**src/sv/ifbs_pkg.sv**
```systemverilog
// ----------------------------------------------------------------------------
// ifbs_pkg
// Types and constants shared by the information frame byte stuffer.
// ----------------------------------------------------------------------------
package ifbs_pkg;

   localparam logic [7:0] FLAG_BYTE  = 8'h7E;
   localparam logic [7:0] ESC_BYTE   = 8'h7D;
   localparam logic [7:0] ESC_MASK   = 8'h20;
   localparam logic [7:0] CTRL_SEQ0  = 8'h00;
   localparam logic [7:0] CTRL_SEQ1  = 8'h40;
   localparam logic [7:0] ADDR_RESET = 8'h03;

   // one classified input word, as handed from front to back
   typedef struct packed {
      logic [7:0] data;
      logic       hdr;    // word opens a frame
      logic [7:0] ctrl;
      logic [7:0] addr;
      logic       last;
      logic [7:0] bcc;    // BCC2 of the frame so far, including data
   } cmd_type;

   typedef struct packed {
      logic    valid;
      cmd_type cmd;
   } cmd_slot_type;

   typedef enum logic [3:0] {
      PH_START,
      PH_FLAG,
      PH_ADDR,
      PH_CTRL,
      PH_BCC1,
      PH_DATA_ESC,
      PH_DATA,
      PH_BCC2_ESC,
      PH_BCC2,
      PH_CLOSE
   } phase_type;

   function automatic logic needs_esc(input logic [7:0] b);
      return (b == FLAG_BYTE) || (b == ESC_BYTE);
   endfunction

endpackage

```
**src/sv/ifbs_req_if.sv**
```systemverilog
// ----------------------------------------------------------------------------
// ifbs_req_if
// Input channel: raw payload words with sequence bit and last mark.
// ----------------------------------------------------------------------------
interface ifbs_req_if;
   logic       valid;
   logic       ready;
   logic [7:0] payload_byte;
   logic       seq_bit;
   logic       last_in;

   modport source (output valid, output payload_byte, output seq_bit, output last_in,
                   input ready);
   modport sink   (input valid, input payload_byte, input seq_bit, input last_in,
                   output ready);
endinterface

```
**src/sv/ifbs_rsp_if.sv**
```systemverilog
// ----------------------------------------------------------------------------
// ifbs_rsp_if
// Result channel: stuffed line bytes with end marks.
// ----------------------------------------------------------------------------
interface ifbs_rsp_if;
   logic       valid;
   logic       ready;
   logic [7:0] line_byte;
   logic       last_out;
   logic       frame_end;

   modport source (output valid, output line_byte, output last_out, output frame_end,
                   input ready);
   modport sink   (input valid, input line_byte, input last_out, input frame_end,
                   output ready);
endinterface

```
**src/sv/ifbs_front.sv**
```systemverilog
// ----------------------------------------------------------------------------
// ifbs_front
// Accepts input words, tracks frame state and the running BCC2, and pushes
// classified commands into the queue.
// ----------------------------------------------------------------------------
module ifbs_front (
   input  logic                  clock,
   input  logic                  reset,
   ifbs_req_if.sink              req,
   input  logic [7:0]            frame_address,
   input  logic                  q_full,
   output ifbs_pkg::cmd_slot_type q_push
);
   import ifbs_pkg::*;

   logic       in_frame_ff, in_frame_in;
   logic [7:0] parity_ff, parity_in;
   logic       accept;
   logic [7:0] parity_new;

   assign req.ready  = !q_full;
   assign accept     = req.valid && !q_full;
   assign parity_new = (in_frame_ff ? parity_ff : 8'h00) ^ req.payload_byte;

   always_comb begin
      q_push.valid    = accept;
      q_push.cmd.data = req.payload_byte;
      q_push.cmd.hdr  = !in_frame_ff;
      q_push.cmd.ctrl = req.seq_bit ? CTRL_SEQ1 : CTRL_SEQ0;
      q_push.cmd.addr = frame_address;
      q_push.cmd.last = req.last_in;
      q_push.cmd.bcc  = parity_new;
   end

   always_comb begin
      in_frame_in = in_frame_ff;
      parity_in   = parity_ff;
      if (accept) begin
         in_frame_in = !req.last_in;
         parity_in   = req.last_in ? 8'h00 : parity_new;
      end
   end

   always_ff @(posedge clock) begin
      if (reset) begin
         in_frame_ff <= 1'b0;
         parity_ff   <= 8'h00;
      end else begin
         in_frame_ff <= in_frame_in;
         parity_ff   <= parity_in;
      end
   end

endmodule

```
**src/sv/ifbs_queue.sv**
```systemverilog
// ----------------------------------------------------------------------------
// ifbs_queue
// Two-entry command queue between the front and the back.
// ----------------------------------------------------------------------------
module ifbs_queue (
   input  logic                   clock,
   input  logic                   reset,
   input  ifbs_pkg::cmd_slot_type q_push,
   output logic                   q_full,
   output ifbs_pkg::cmd_slot_type q_head,
   input  logic                   q_pop
);
   import ifbs_pkg::*;

   cmd_type    entry_ff [2];
   logic       wr_ptr_ff, wr_ptr_in;
   logic       rd_ptr_ff, rd_ptr_in;
   logic [1:0] count_ff, count_in;
   logic       do_push, do_pop;

   assign q_full       = (count_ff == 2'd2);
   assign q_head.valid = (count_ff != 2'd0);
   assign q_head.cmd   = entry_ff[rd_ptr_ff];

   assign do_push = q_push.valid && !q_full;
   assign do_pop  = q_pop && q_head.valid;

   always_comb begin
      wr_ptr_in = do_push ? !wr_ptr_ff : wr_ptr_ff;
      rd_ptr_in = do_pop  ? !rd_ptr_ff : rd_ptr_ff;
      count_in  = count_ff + {1'b0, do_push} - {1'b0, do_pop};
   end

   always_ff @(posedge clock) begin
      if (do_push) begin
         entry_ff[wr_ptr_ff] <= q_push.cmd;
      end
   end

   always_ff @(posedge clock) begin
      if (reset) begin
         wr_ptr_ff <= 1'b0;
         rd_ptr_ff <= 1'b0;
         count_ff  <= 2'd0;
      end else begin
         wr_ptr_ff <= wr_ptr_in;
         rd_ptr_ff <= rd_ptr_in;
         count_ff  <= count_in;
      end
   end

endmodule

```
**src/sv/ifbs_back.sv**
```systemverilog
// ----------------------------------------------------------------------------
// ifbs_back
// Walks each queued command through header (first word), stuffed data, stuffed
// BCC2 and closing flag (last word), one line byte per cycle unless rsp stalls.
// ----------------------------------------------------------------------------
module ifbs_back (
   input  logic                   clock,
   input  logic                   reset,
   input  ifbs_pkg::cmd_slot_type q_head,
   output logic                   q_pop,
   ifbs_rsp_if.source             rsp
);
   import ifbs_pkg::*;

   phase_type  phase_ff, phase_in;
   phase_type  cur, nxt;
   logic       done;
   logic       load, emit;
   logic [7:0] byte_val;
   logic       end_val;

   logic       rsp_valid_ff, rsp_valid_in;
   logic [7:0] line_byte_ff;
   logic       last_out_ff;
   logic       frame_end_ff;

   cmd_type cmd;
   assign cmd = q_head.cmd;

   assign load  = !rsp_valid_ff || rsp.ready;
   assign emit  = load && q_head.valid;
   assign q_pop = emit && done;

   // next state
   always_comb begin
      cur = phase_ff;
      if (phase_ff == PH_START) begin
         if (cmd.hdr)                 cur = PH_FLAG;
         else if (needs_esc(cmd.data)) cur = PH_DATA_ESC;
         else                         cur = PH_DATA;
      end
      nxt  = PH_START;
      done = 1'b0;
      case (cur)
         PH_FLAG:     nxt = PH_ADDR;
         PH_ADDR:     nxt = PH_CTRL;
         PH_CTRL:     nxt = PH_BCC1;
         PH_BCC1:     nxt = needs_esc(cmd.data) ? PH_DATA_ESC : PH_DATA;
         PH_DATA_ESC: nxt = PH_DATA;
         PH_DATA: begin
            if (cmd.last) nxt = needs_esc(cmd.bcc) ? PH_BCC2_ESC : PH_BCC2;
            else          done = 1'b1;
         end
         PH_BCC2_ESC: nxt = PH_BCC2;
         PH_BCC2:     nxt = PH_CLOSE;
         PH_CLOSE:    done = 1'b1;
         default:     done = 1'b1;
      endcase
      phase_in = phase_ff;
      if (emit) phase_in = done ? PH_START : nxt;
   end

   // outputs
   always_comb begin
      byte_val = FLAG_BYTE;
      end_val  = 1'b0;
      case (cur)
         PH_FLAG:     byte_val = FLAG_BYTE;
         PH_ADDR:     byte_val = cmd.addr;
         PH_CTRL:     byte_val = cmd.ctrl;
         PH_BCC1:     byte_val = cmd.addr ^ cmd.ctrl;
         PH_DATA_ESC: byte_val = ESC_BYTE;
         PH_DATA:     byte_val = needs_esc(cmd.data) ? (cmd.data ^ ESC_MASK) : cmd.data;
         PH_BCC2_ESC: byte_val = ESC_BYTE;
         PH_BCC2:     byte_val = needs_esc(cmd.bcc) ? (cmd.bcc ^ ESC_MASK) : cmd.bcc;
         PH_CLOSE: begin
            byte_val = FLAG_BYTE;
            end_val  = 1'b1;
         end
         default:     byte_val = FLAG_BYTE;
      endcase
   end

   assign rsp_valid_in = load ? q_head.valid : rsp_valid_ff;

   always_ff @(posedge clock) begin
      if (emit) begin
         line_byte_ff <= byte_val;
         last_out_ff  <= done;
         frame_end_ff <= end_val;
      end
   end

   always_ff @(posedge clock) begin
      if (reset) begin
         phase_ff     <= PH_START;
         rsp_valid_ff <= 1'b0;
      end else begin
         phase_ff     <= phase_in;
         rsp_valid_ff <= rsp_valid_in;
      end
   end

   assign rsp.valid     = rsp_valid_ff;
   assign rsp.line_byte = line_byte_ff;
   assign rsp.last_out  = last_out_ff;
   assign rsp.frame_end = frame_end_ff;

endmodule

```
**src/sv/info_frame_byte_stuffer.sv**
```systemverilog
// ----------------------------------------------------------------------------
// info_frame_byte_stuffer
// HDLC-style framer: header, escaped payload, XOR BCC2 and closing flag.
// Channels: req carries payload words (payload_byte, seq_bit, last_in);
// rsp carries line words (line_byte, last_out, frame_end). A word moves
// when valid and ready are both high at a rising clock edge. csr_wr_en
// writes csr_wr_data into the frame address register (reset 0x03).
// Each input word produces 1 to 9 line words: header 4 if it opens a frame,
// data 1 or 2, and on the last word BCC2 1 or 2 plus the closing flag.
// The first line word of an input passes from the queue to the output register
// when the back is idle; otherwise it waits for the words queued ahead of it.
// Sustained rate: one line word per cycle out of the back sequencer while rsp
// is not stalled. A two-entry queue lets the front accept while the back works
// and while rsp stalls; with rsp stalled, the queue fills and req.ready drops.
// Reset (synchronous) closes any open frame and empties the queue.
// ----------------------------------------------------------------------------
module info_frame_byte_stuffer (
   input  logic       clock,
   input  logic       reset,
   ifbs_req_if.sink   req,
   ifbs_rsp_if.source rsp,
   input  logic       csr_wr_en,
   input  logic [7:0] csr_wr_data
);
   import ifbs_pkg::*;

   logic [7:0]   frame_address_ff, frame_address_in;
   cmd_slot_type q_push;
   cmd_slot_type q_head;
   logic         q_full;
   logic         q_pop;

   assign frame_address_in = csr_wr_en ? csr_wr_data : frame_address_ff;

   always_ff @(posedge clock) begin
      if (reset) begin
         frame_address_ff <= ADDR_RESET;
      end else begin
         frame_address_ff <= frame_address_in;
      end
   end

   ifbs_front u_front (
      .clock         (clock),
      .reset         (reset),
      .req           (req),
      .frame_address (frame_address_ff),
      .q_full        (q_full),
      .q_push        (q_push)
   );

   ifbs_queue u_queue (
      .clock  (clock),
      .reset  (reset),
      .q_push (q_push),
      .q_full (q_full),
      .q_head (q_head),
      .q_pop  (q_pop)
   );

   ifbs_back u_back (
      .clock  (clock),
      .reset  (reset),
      .q_head (q_head),
      .q_pop  (q_pop),
      .rsp    (rsp)
   );

endmodule

```
**src/flat_wrapper.sv**
```systemverilog
// flat-port wrapper written by rule: the top's interface ports become plain ports
module info_frame_byte_stuffer_flat import ifbs_pkg::*;
  (clock, reset, csr_wr_en, csr_wr_data, req_valid, req_payload_byte, req_seq_bit, req_last_in, req_ready, rsp_valid, rsp_line_byte, rsp_last_out, rsp_frame_end, rsp_ready);
  ifbs_req_if req_i ();
  ifbs_rsp_if rsp_i ();
  input  logic clock;
  input  logic reset;
  input  logic csr_wr_en;
  input  logic [7:0] csr_wr_data;
  input wire logic [$bits(req_i.valid)-1:0] req_valid;
  input wire logic [$bits(req_i.payload_byte)-1:0] req_payload_byte;
  input wire logic [$bits(req_i.seq_bit)-1:0] req_seq_bit;
  input wire logic [$bits(req_i.last_in)-1:0] req_last_in;
  output wire logic [$bits(req_i.ready)-1:0] req_ready;
  output wire logic [$bits(rsp_i.valid)-1:0] rsp_valid;
  output wire logic [$bits(rsp_i.line_byte)-1:0] rsp_line_byte;
  output wire logic [$bits(rsp_i.last_out)-1:0] rsp_last_out;
  output wire logic [$bits(rsp_i.frame_end)-1:0] rsp_frame_end;
  input wire logic [$bits(rsp_i.ready)-1:0] rsp_ready;
  assign req_i.valid = req_valid;
  assign req_i.payload_byte = req_payload_byte;
  assign req_i.seq_bit = req_seq_bit;
  assign req_i.last_in = req_last_in;
  assign req_ready = req_i.ready;
  assign rsp_valid = rsp_i.valid;
  assign rsp_line_byte = rsp_i.line_byte;
  assign rsp_last_out = rsp_i.last_out;
  assign rsp_frame_end = rsp_i.frame_end;
  assign rsp_i.ready = rsp_ready;
  info_frame_byte_stuffer u_core (.clock(clock), .reset(reset), .req(req_i), .rsp(rsp_i), .csr_wr_en(csr_wr_en), .csr_wr_data(csr_wr_data));
endmodule
```
**config.mk**
```make
export PLATFORM = sky130hd
export DESIGN_NAME = info_frame_byte_stuffer_flat
export DESIGN_NICKNAME = d
export VERILOG_FILES = /design/src/sv/ifbs_pkg.sv /design/src/sv/ifbs_req_if.sv /design/src/sv/ifbs_rsp_if.sv /design/src/sv/ifbs_front.sv /design/src/sv/ifbs_queue.sv /design/src/sv/ifbs_back.sv /design/src/sv/info_frame_byte_stuffer.sv /design/src/flat_wrapper.sv
export SDC_FILE = /design/constraint.sdc
export NUM_CORES = 1
export LEC_CHECK = 0
export ABC_AREA = 1
export BUFFER_PORTS_ARGS = -buffer_cell sky130_fd_sc_hd__buf_2
export CAP_MARGIN = 0
export CORE_MARGIN = 2
export CORE_UTILIZATION = 40
export DETAILED_ROUTE_END_ITERATION = 12
export GPL_TIMING_DRIVEN = 0
export PLACE_DENSITY_LB_ADDON = 0.15
export SYNTH_ARGS = -nofsm -noshare
export SYNTH_HDL_FRONTEND = slang
export SYNTH_SLANG_ARGS = --single-unit
```
**constraint.sdc**
```tcl
create_clock -name clock -period 3.4 [get_ports clock]
set_input_delay 0 -clock clock [delete_from_list [all_inputs] [get_ports clock]]
set_output_delay 0 -clock clock [all_outputs]
set_load 0.05 [all_outputs]
```
Yosys cells after proc, flatten, opt, wreduce, memory -nomap -nowiden. Memories as Yosys holds them, arrays and structs flattened. A register that Yosys moved wholly into a read port is not among the register bits. Cells that the tools add are included.

Shifts and indexed selects: 0. $lt $le $gt $ge: 0. Bitwise operators: 4. Equality and inequality tests: 14. Add/sub/neg operators: 2. Divide/modulo/power cells: 0. $mul: 0. Reduce and logical (&&, ||, !) cells: 18. Multiplexer cells: 20.

Operators by type and width (number): 8-bit one-hot mux with 6 select lines (1); 8-bit by 7-bit == test with 1-bit output (second input constant) (4); 4-bit one-hot mux with 8 select lines (1); 4-bit by 3-bit == test with 1-bit output (second input constant) (4); 4-bit 2-to-1 mux (4); 8-bit 2-to-1 mux (2); 8-bit bitwise XOR (2); 6-bit 2-to-1 mux (2); 4-bit by 2-bit == test with 1-bit output (second input constant) (2); 4-bit == test (second input constant) (2); 7-bit 2-to-1 mux (1); 7-bit OR reduction (1); 1-bit zero test (6); 1-bit 2-to-1 mux (6); 1-bit logical AND (5); 4-bit by 1-bit == test with 1-bit output (second input constant) (1); 4-bit zero test (1); 1-bit logical OR (3); 3-bit 2-to-1 mux (1); 2-bit by 1-bit adder with 2-bit output (1); 2-bit == test (second input constant) (1); 2-bit 2-to-1 mux (1); 1-bit NOT (2); 1-bit one-hot mux with 2 select lines (1); other kinds (3) (3).

Bits in latches: 0. Register bits: 36. Output and inout bits: 12. Memory bits (writable): 66. Memories: 1. Word-level logic and storage cells: 70. Memory bits (read-only): 0.

Memories: u_core.u_queue.entry_ff (depth 2, bits a word 33, rd ports 1, clocked after memory_dff 1, wr ports 1, RTL line ifbs_queue.sv:15) `cmd_type entry_ff [2];`.

Depth between registers and ports, before layout.
Depth in word-level cells: 12. Depth in mapped cells: 21.

Modules after synthesis. A second synthesis with hierarchy kept.

Cell total of the unflattened synthesis: 487. Area total of the unflattened synthesis: 5208.7 um2.

Modules (own cells, without submodules): ifbs_queue (area an instance 2856.5 um2, instances 1, cells each 144); ifbs_back (area an instance 1198.6 um2, instances 1, cells each 186); ifbs_front (area an instance 837.1 um2, instances 1, cells each 110); info_frame_byte_stuffer (area an instance 316.6 um2, instances 1, cells each 47).

Worst setup path after synthesis. OpenSTA, ideal clock, no wires.

Path type: flip-flop to flip-flop. Start: reg u_core.u_queue.count_ff[0]. End: mem u_core.u_queue.entry_ff[1][0] in the netlist's numbering, enable pin. Library setup time: 0.412 ns. Stages on the path, launching flop included: 6. Buffers on the path: 1. Data required time: 2.988 ns. Setup slack: 0.658 ns. Clock period less this slack: 2.742 ns. Data arrival time: 2.330 ns. Path through: dfxtp_1 inv_1 nand2_1 nand2_1 clkbuf_1 nor2_1.

Cells in the longest elaborated chain, start to end: 6.

Ends and longest elaborated chain: from (decl) (RTL line ifbs_queue.sv:18) `logic [1:0] count_ff, count_in;`; from (signal assigned) (RTL line ifbs_queue.sv:48) `count_ff <= count_in;`; 2-bit == test (*) (RTL line ifbs_queue.sv:21) `assign q_full = (count_ff == 2'd2);`; 1-bit zero test (*); named net req_ready (RTL line flat_wrapper.sv:14) `output wire logic [$bits(req_i.ready)-1:0] req_ready;`; 1-bit logical AND (RTL line ifbs_front.sv:22) `assign accept = req.valid && !q_full;`; 1-bit logical AND (*) (RTL line ifbs_queue.sv:25) `assign do_push = q_push.valid && !q_full;`; 1-bit 2-to-1 mux (*) (RTL line ifbs_queue.sv:35) `if (do_push) begin`; 1-bit 2-to-1 mux (implied by the code) (*) (RTL line ifbs_queue.sv:36) `entry_ff[wr_ptr_ff] <= q_push.cmd;`; to (decl) (RTL line ifbs_queue.sv:15).

Mark *: on every way through the listed nets, which the timed path passes. The rest lies on a longest branch.

==> metrics.txt <==
outcome=complete, no violations; antenna cells=0; Synth cell types=39; via count=approximately 2800; max-slew violation count=0; internal power=about 2.3 mW; initial antenna violation count=0; sw frac=41.9%; kind of critical path=register to register; Pleak=1.93 nW; Reg clk slew, reported paths=roughly 0.090 ns; Net count, final=485; Sinks on Clock Net=just over 90; core area=approximately 0.0098 mm2; sequential power share=38.6%; post-layout worst setup margin=roughly 0.6 ns; Layout Skew=around 0.012 ns; drt via density=about 4.8; Place WS=about 0.63 ns; Max Clk Rate=roughly 360 MHz; Die X=approximately 100 um; H-tree depth=3; clk buf depth=2; Combinational Power Share=43.3%; postcts setup bufs=0; first-pass GRT wire length=about 14 mm; dominant cells by area after synthesis=edfxtp_1, dfxtp_1, nand2_1; Yosys top cell by area=edfxtp_1; RSZ-0062 raised after global routing=false; Clk pwr share=18.1%; CTS buffer count=9; Filler cells=a little over 900; Die Y-Extent=around 100 um; layout overhead on the synthesized area=18.7%; initial DRC count=between 100 and 150; gr usage total=17.0%; I/O pin cnt=35; Finish-stage setup viols=0; crit share post-route=between 80% and 90%; DR DRC count=0; port bufs=32; Hold Fails Final Rpt=0; Mapped Area=around 0.0040 mm2; Initial Util=between 40% and 50%; # Max-Cap Violations=0; Worst Tran Pin Value=about 0.92 ns; crit path launch type=register; mean post-synth cell area=10.2 um2; Reg area=about 0.0025 mm2; CP Max Fanout=10; gr ovfl total=0; most common cell after layout, fill and taps aside=nand2_1; Yosys reg bits=91; worst vdd ir=just under 0.4 mV; Syn Inst Count=a little under 400; hold crit path type=input pin to register; drt total wl=around 8.4 mm; pin count of the biggest net entering global routing=29; Worst Path Required=3.65 ns; DIE AREA=0.0109 mm2; vias in the first global route=between 2000 and 3000; share of the synthesized area in the top cell type=about 48%; share of cells above drive strength 1=19.4%; Power Dens Cells=between 800 and 900 mW/mm2; Max transition margin=38.4%; latest clock arrival within the worst-skew pair=between 0.3 and 0.4 ns; gpl congestion=approximately 0.83; drt wl/cell=about 14 um; most frequent cells in the layout=nand2_1, edfxtp_1, inv_1; drt first pass iters=4; CTS tree=built; sequential share of the synthesized area=about three fifths; standard-cell rows=36; switching power=around 1.7 mW; Final ANT Viol Nets=0; CP Capture Type=register; Multi-input gate area=~0.0013 mm2; PnR Total Power=4.04 mW; crit path DAT=a little over 3 ns; root buf cell=clkbuf_8; min Tclk post-route=~2.8 ns; Syn Nets=between 400 and 500; Yosys warning count=0; Final HPWL DP=roughly 6 mm
-- area by class of cell --
cell class	instances	area share (%)
buffer	11	1.65
sequential	91	51.4
tap	133	3.47
multi-input combinational	246	27.7
clock buffer	11	2.95
timing repair buffer	53	7.73
clock inverter	5	1.31
inverter	48	3.81
-- cells in the mapped netlist --
library cell / n
nor4_1: 1
a21oi_1: 9
o211ai_1: 4
inv_2: 3
o21ai_2: 3
xnor2_1: 1
nor2_1: 40
o21ai_1: 2
nand3_1: 13
nand4_1: 6
inv_4: 1
a22oi_1: 10
o22ai_1: 1
o21ai_0: 13
inv_1: 44
o221ai_1: 1
nor2_8: 1
o21a_1: 1
nand2_4: 1
buf_1: 1
clkbuf_1: 5
a31oi_1: 2
nor2_2: 2
nand3_2: 2
nor3_2: 2
nand2_2: 10
a21oi_2: 1
xor2_1: 10
nand3_4: 1
edfxtp_1: 64
or2_2: 6
mux2i_1: 5
dfxtp_1: 27
buf_6: 3
ha_1: 2
nor2_4: 3
nand2_1: 93
buf_8: 1
buf_4: 1
-- flip-flops by register name, summed over array words and instances (netlist names), named ones only --
signal and cells:
u_core.u_queue.entry_ff 54, u_core.frame_address_ff 8, u_core.u_back.rsp.line_byte 8, u_core.u_front.parity_ff 8, u_core.u_back.phase_ff 4, u_core.u_queue.count_ff 2
u_core.u_back.rsp.frame_end 1, u_core.u_back.rsp.last_out 1, u_core.u_back.rsp.valid 1, u_core.u_front.in_frame_ff 1, u_core.u_queue.rd_ptr_ff 1, u_core.u_queue.wr_ptr_ff 1
-- critical path, stage by stage (launching register included) --
cell and delay [ns]:
dfxtp_1 0.31, buf_6 0.14, inv_4 0.12, nand2_1 0.06
nand2_1 0.12, nand2_1 0.07, nor2_1 0.17, nand3_2 0.16
nand2_2 0.13, nand2_4 0.06, nand2_2 0.06, nand2_1 0.09
nand2_1 0.12, nor2_4 0.06, nand3_2 0.06, inv_1 0.05
ha_1 0.27, inv_1 0.05, ha_1 0.20, xor2_1 0.15
o21ai_0 0.15, a21oi_1 0.05
-- path summary, 6_finish.rpt --
| kind | from | end | slack, ns | depth (start not counted) |
|---|---|---|---|---|
| worst max-delay path | register | u_core.u_queue.count_ff[1] | 0.61 | 21 |
| worst min-delay path | csr_wr_en | u_core.frame_address_ff[0] | 0.04 | 3 |
| worst max register to register | register | u_core.u_queue.count_ff[1] | 0.61 | 21 |
| worst min register to register | u_core.frame_address_ff[4] | u_core.u_queue.entry_ff[0][13] | 0.46 | 0 |
-- power by group through the flow --
| stage | registers (mW) | logic, mW | clock network (mW) |
|---|---|---|---|
| finish | 1.56 | 1.75 | 0.730 |
| global route | 1.59 | 1.97 | 0.786 |
| CTS | 1.56 | 1.77 | 0.748 |
| detailed placement | 1.59 | 1.74 | 0 |
| global placement | 1.59 | 1.72 | 0 |
| floorplan | 1.81 | 1.09 | 0 |
-- metrics by stage --
step	hold slack [ns]	utilization [%]	cell area, um2	setup TNS [ns]	std cells
finish	0.0400	49.0	4790	0	598
global route	0.0753	49.0	4790	0	598
CTS	0.0188	49.0	4790	0	598
detailed placement	0.197	44.8	4380	0	561
global placement	0.188	44.6	4360	-1.82	561
floorplan	0.0989	-	4030	0	396
-- layer usage --
layer	global-route usage, %	routed length [um]	vias to the layer above
met5	0	0	-
met4	9.85	180	0
met3	3.32	393	15
met2	27.7	4110	56
met1	21.1	3750	1331
li1	-	-	1441
-- logic make-up (layout without fill, tap and decap cells) --
family	after synthesis	count (layout)	synth area share, %
and+or+nand+nor	181	181	20.9
DFF	91	91	61.0
buffers and inverters	59	128	6.48
AOI/OAI and AO/OA	47	47	7.32
xor gates and xnor gates	11	11	2.39
muxes	5	5	1.24
adders and majority gates	2	2	0.620
-- what timing repair did --
| item | in CTS | in global routing |
|---|---|---|
| hold endpoints to repair | 44 | 0 |
| hold buffers | 21 | 0 |
| resized for setup | 0 | 0 |
(Power assumes the default switching activity.)
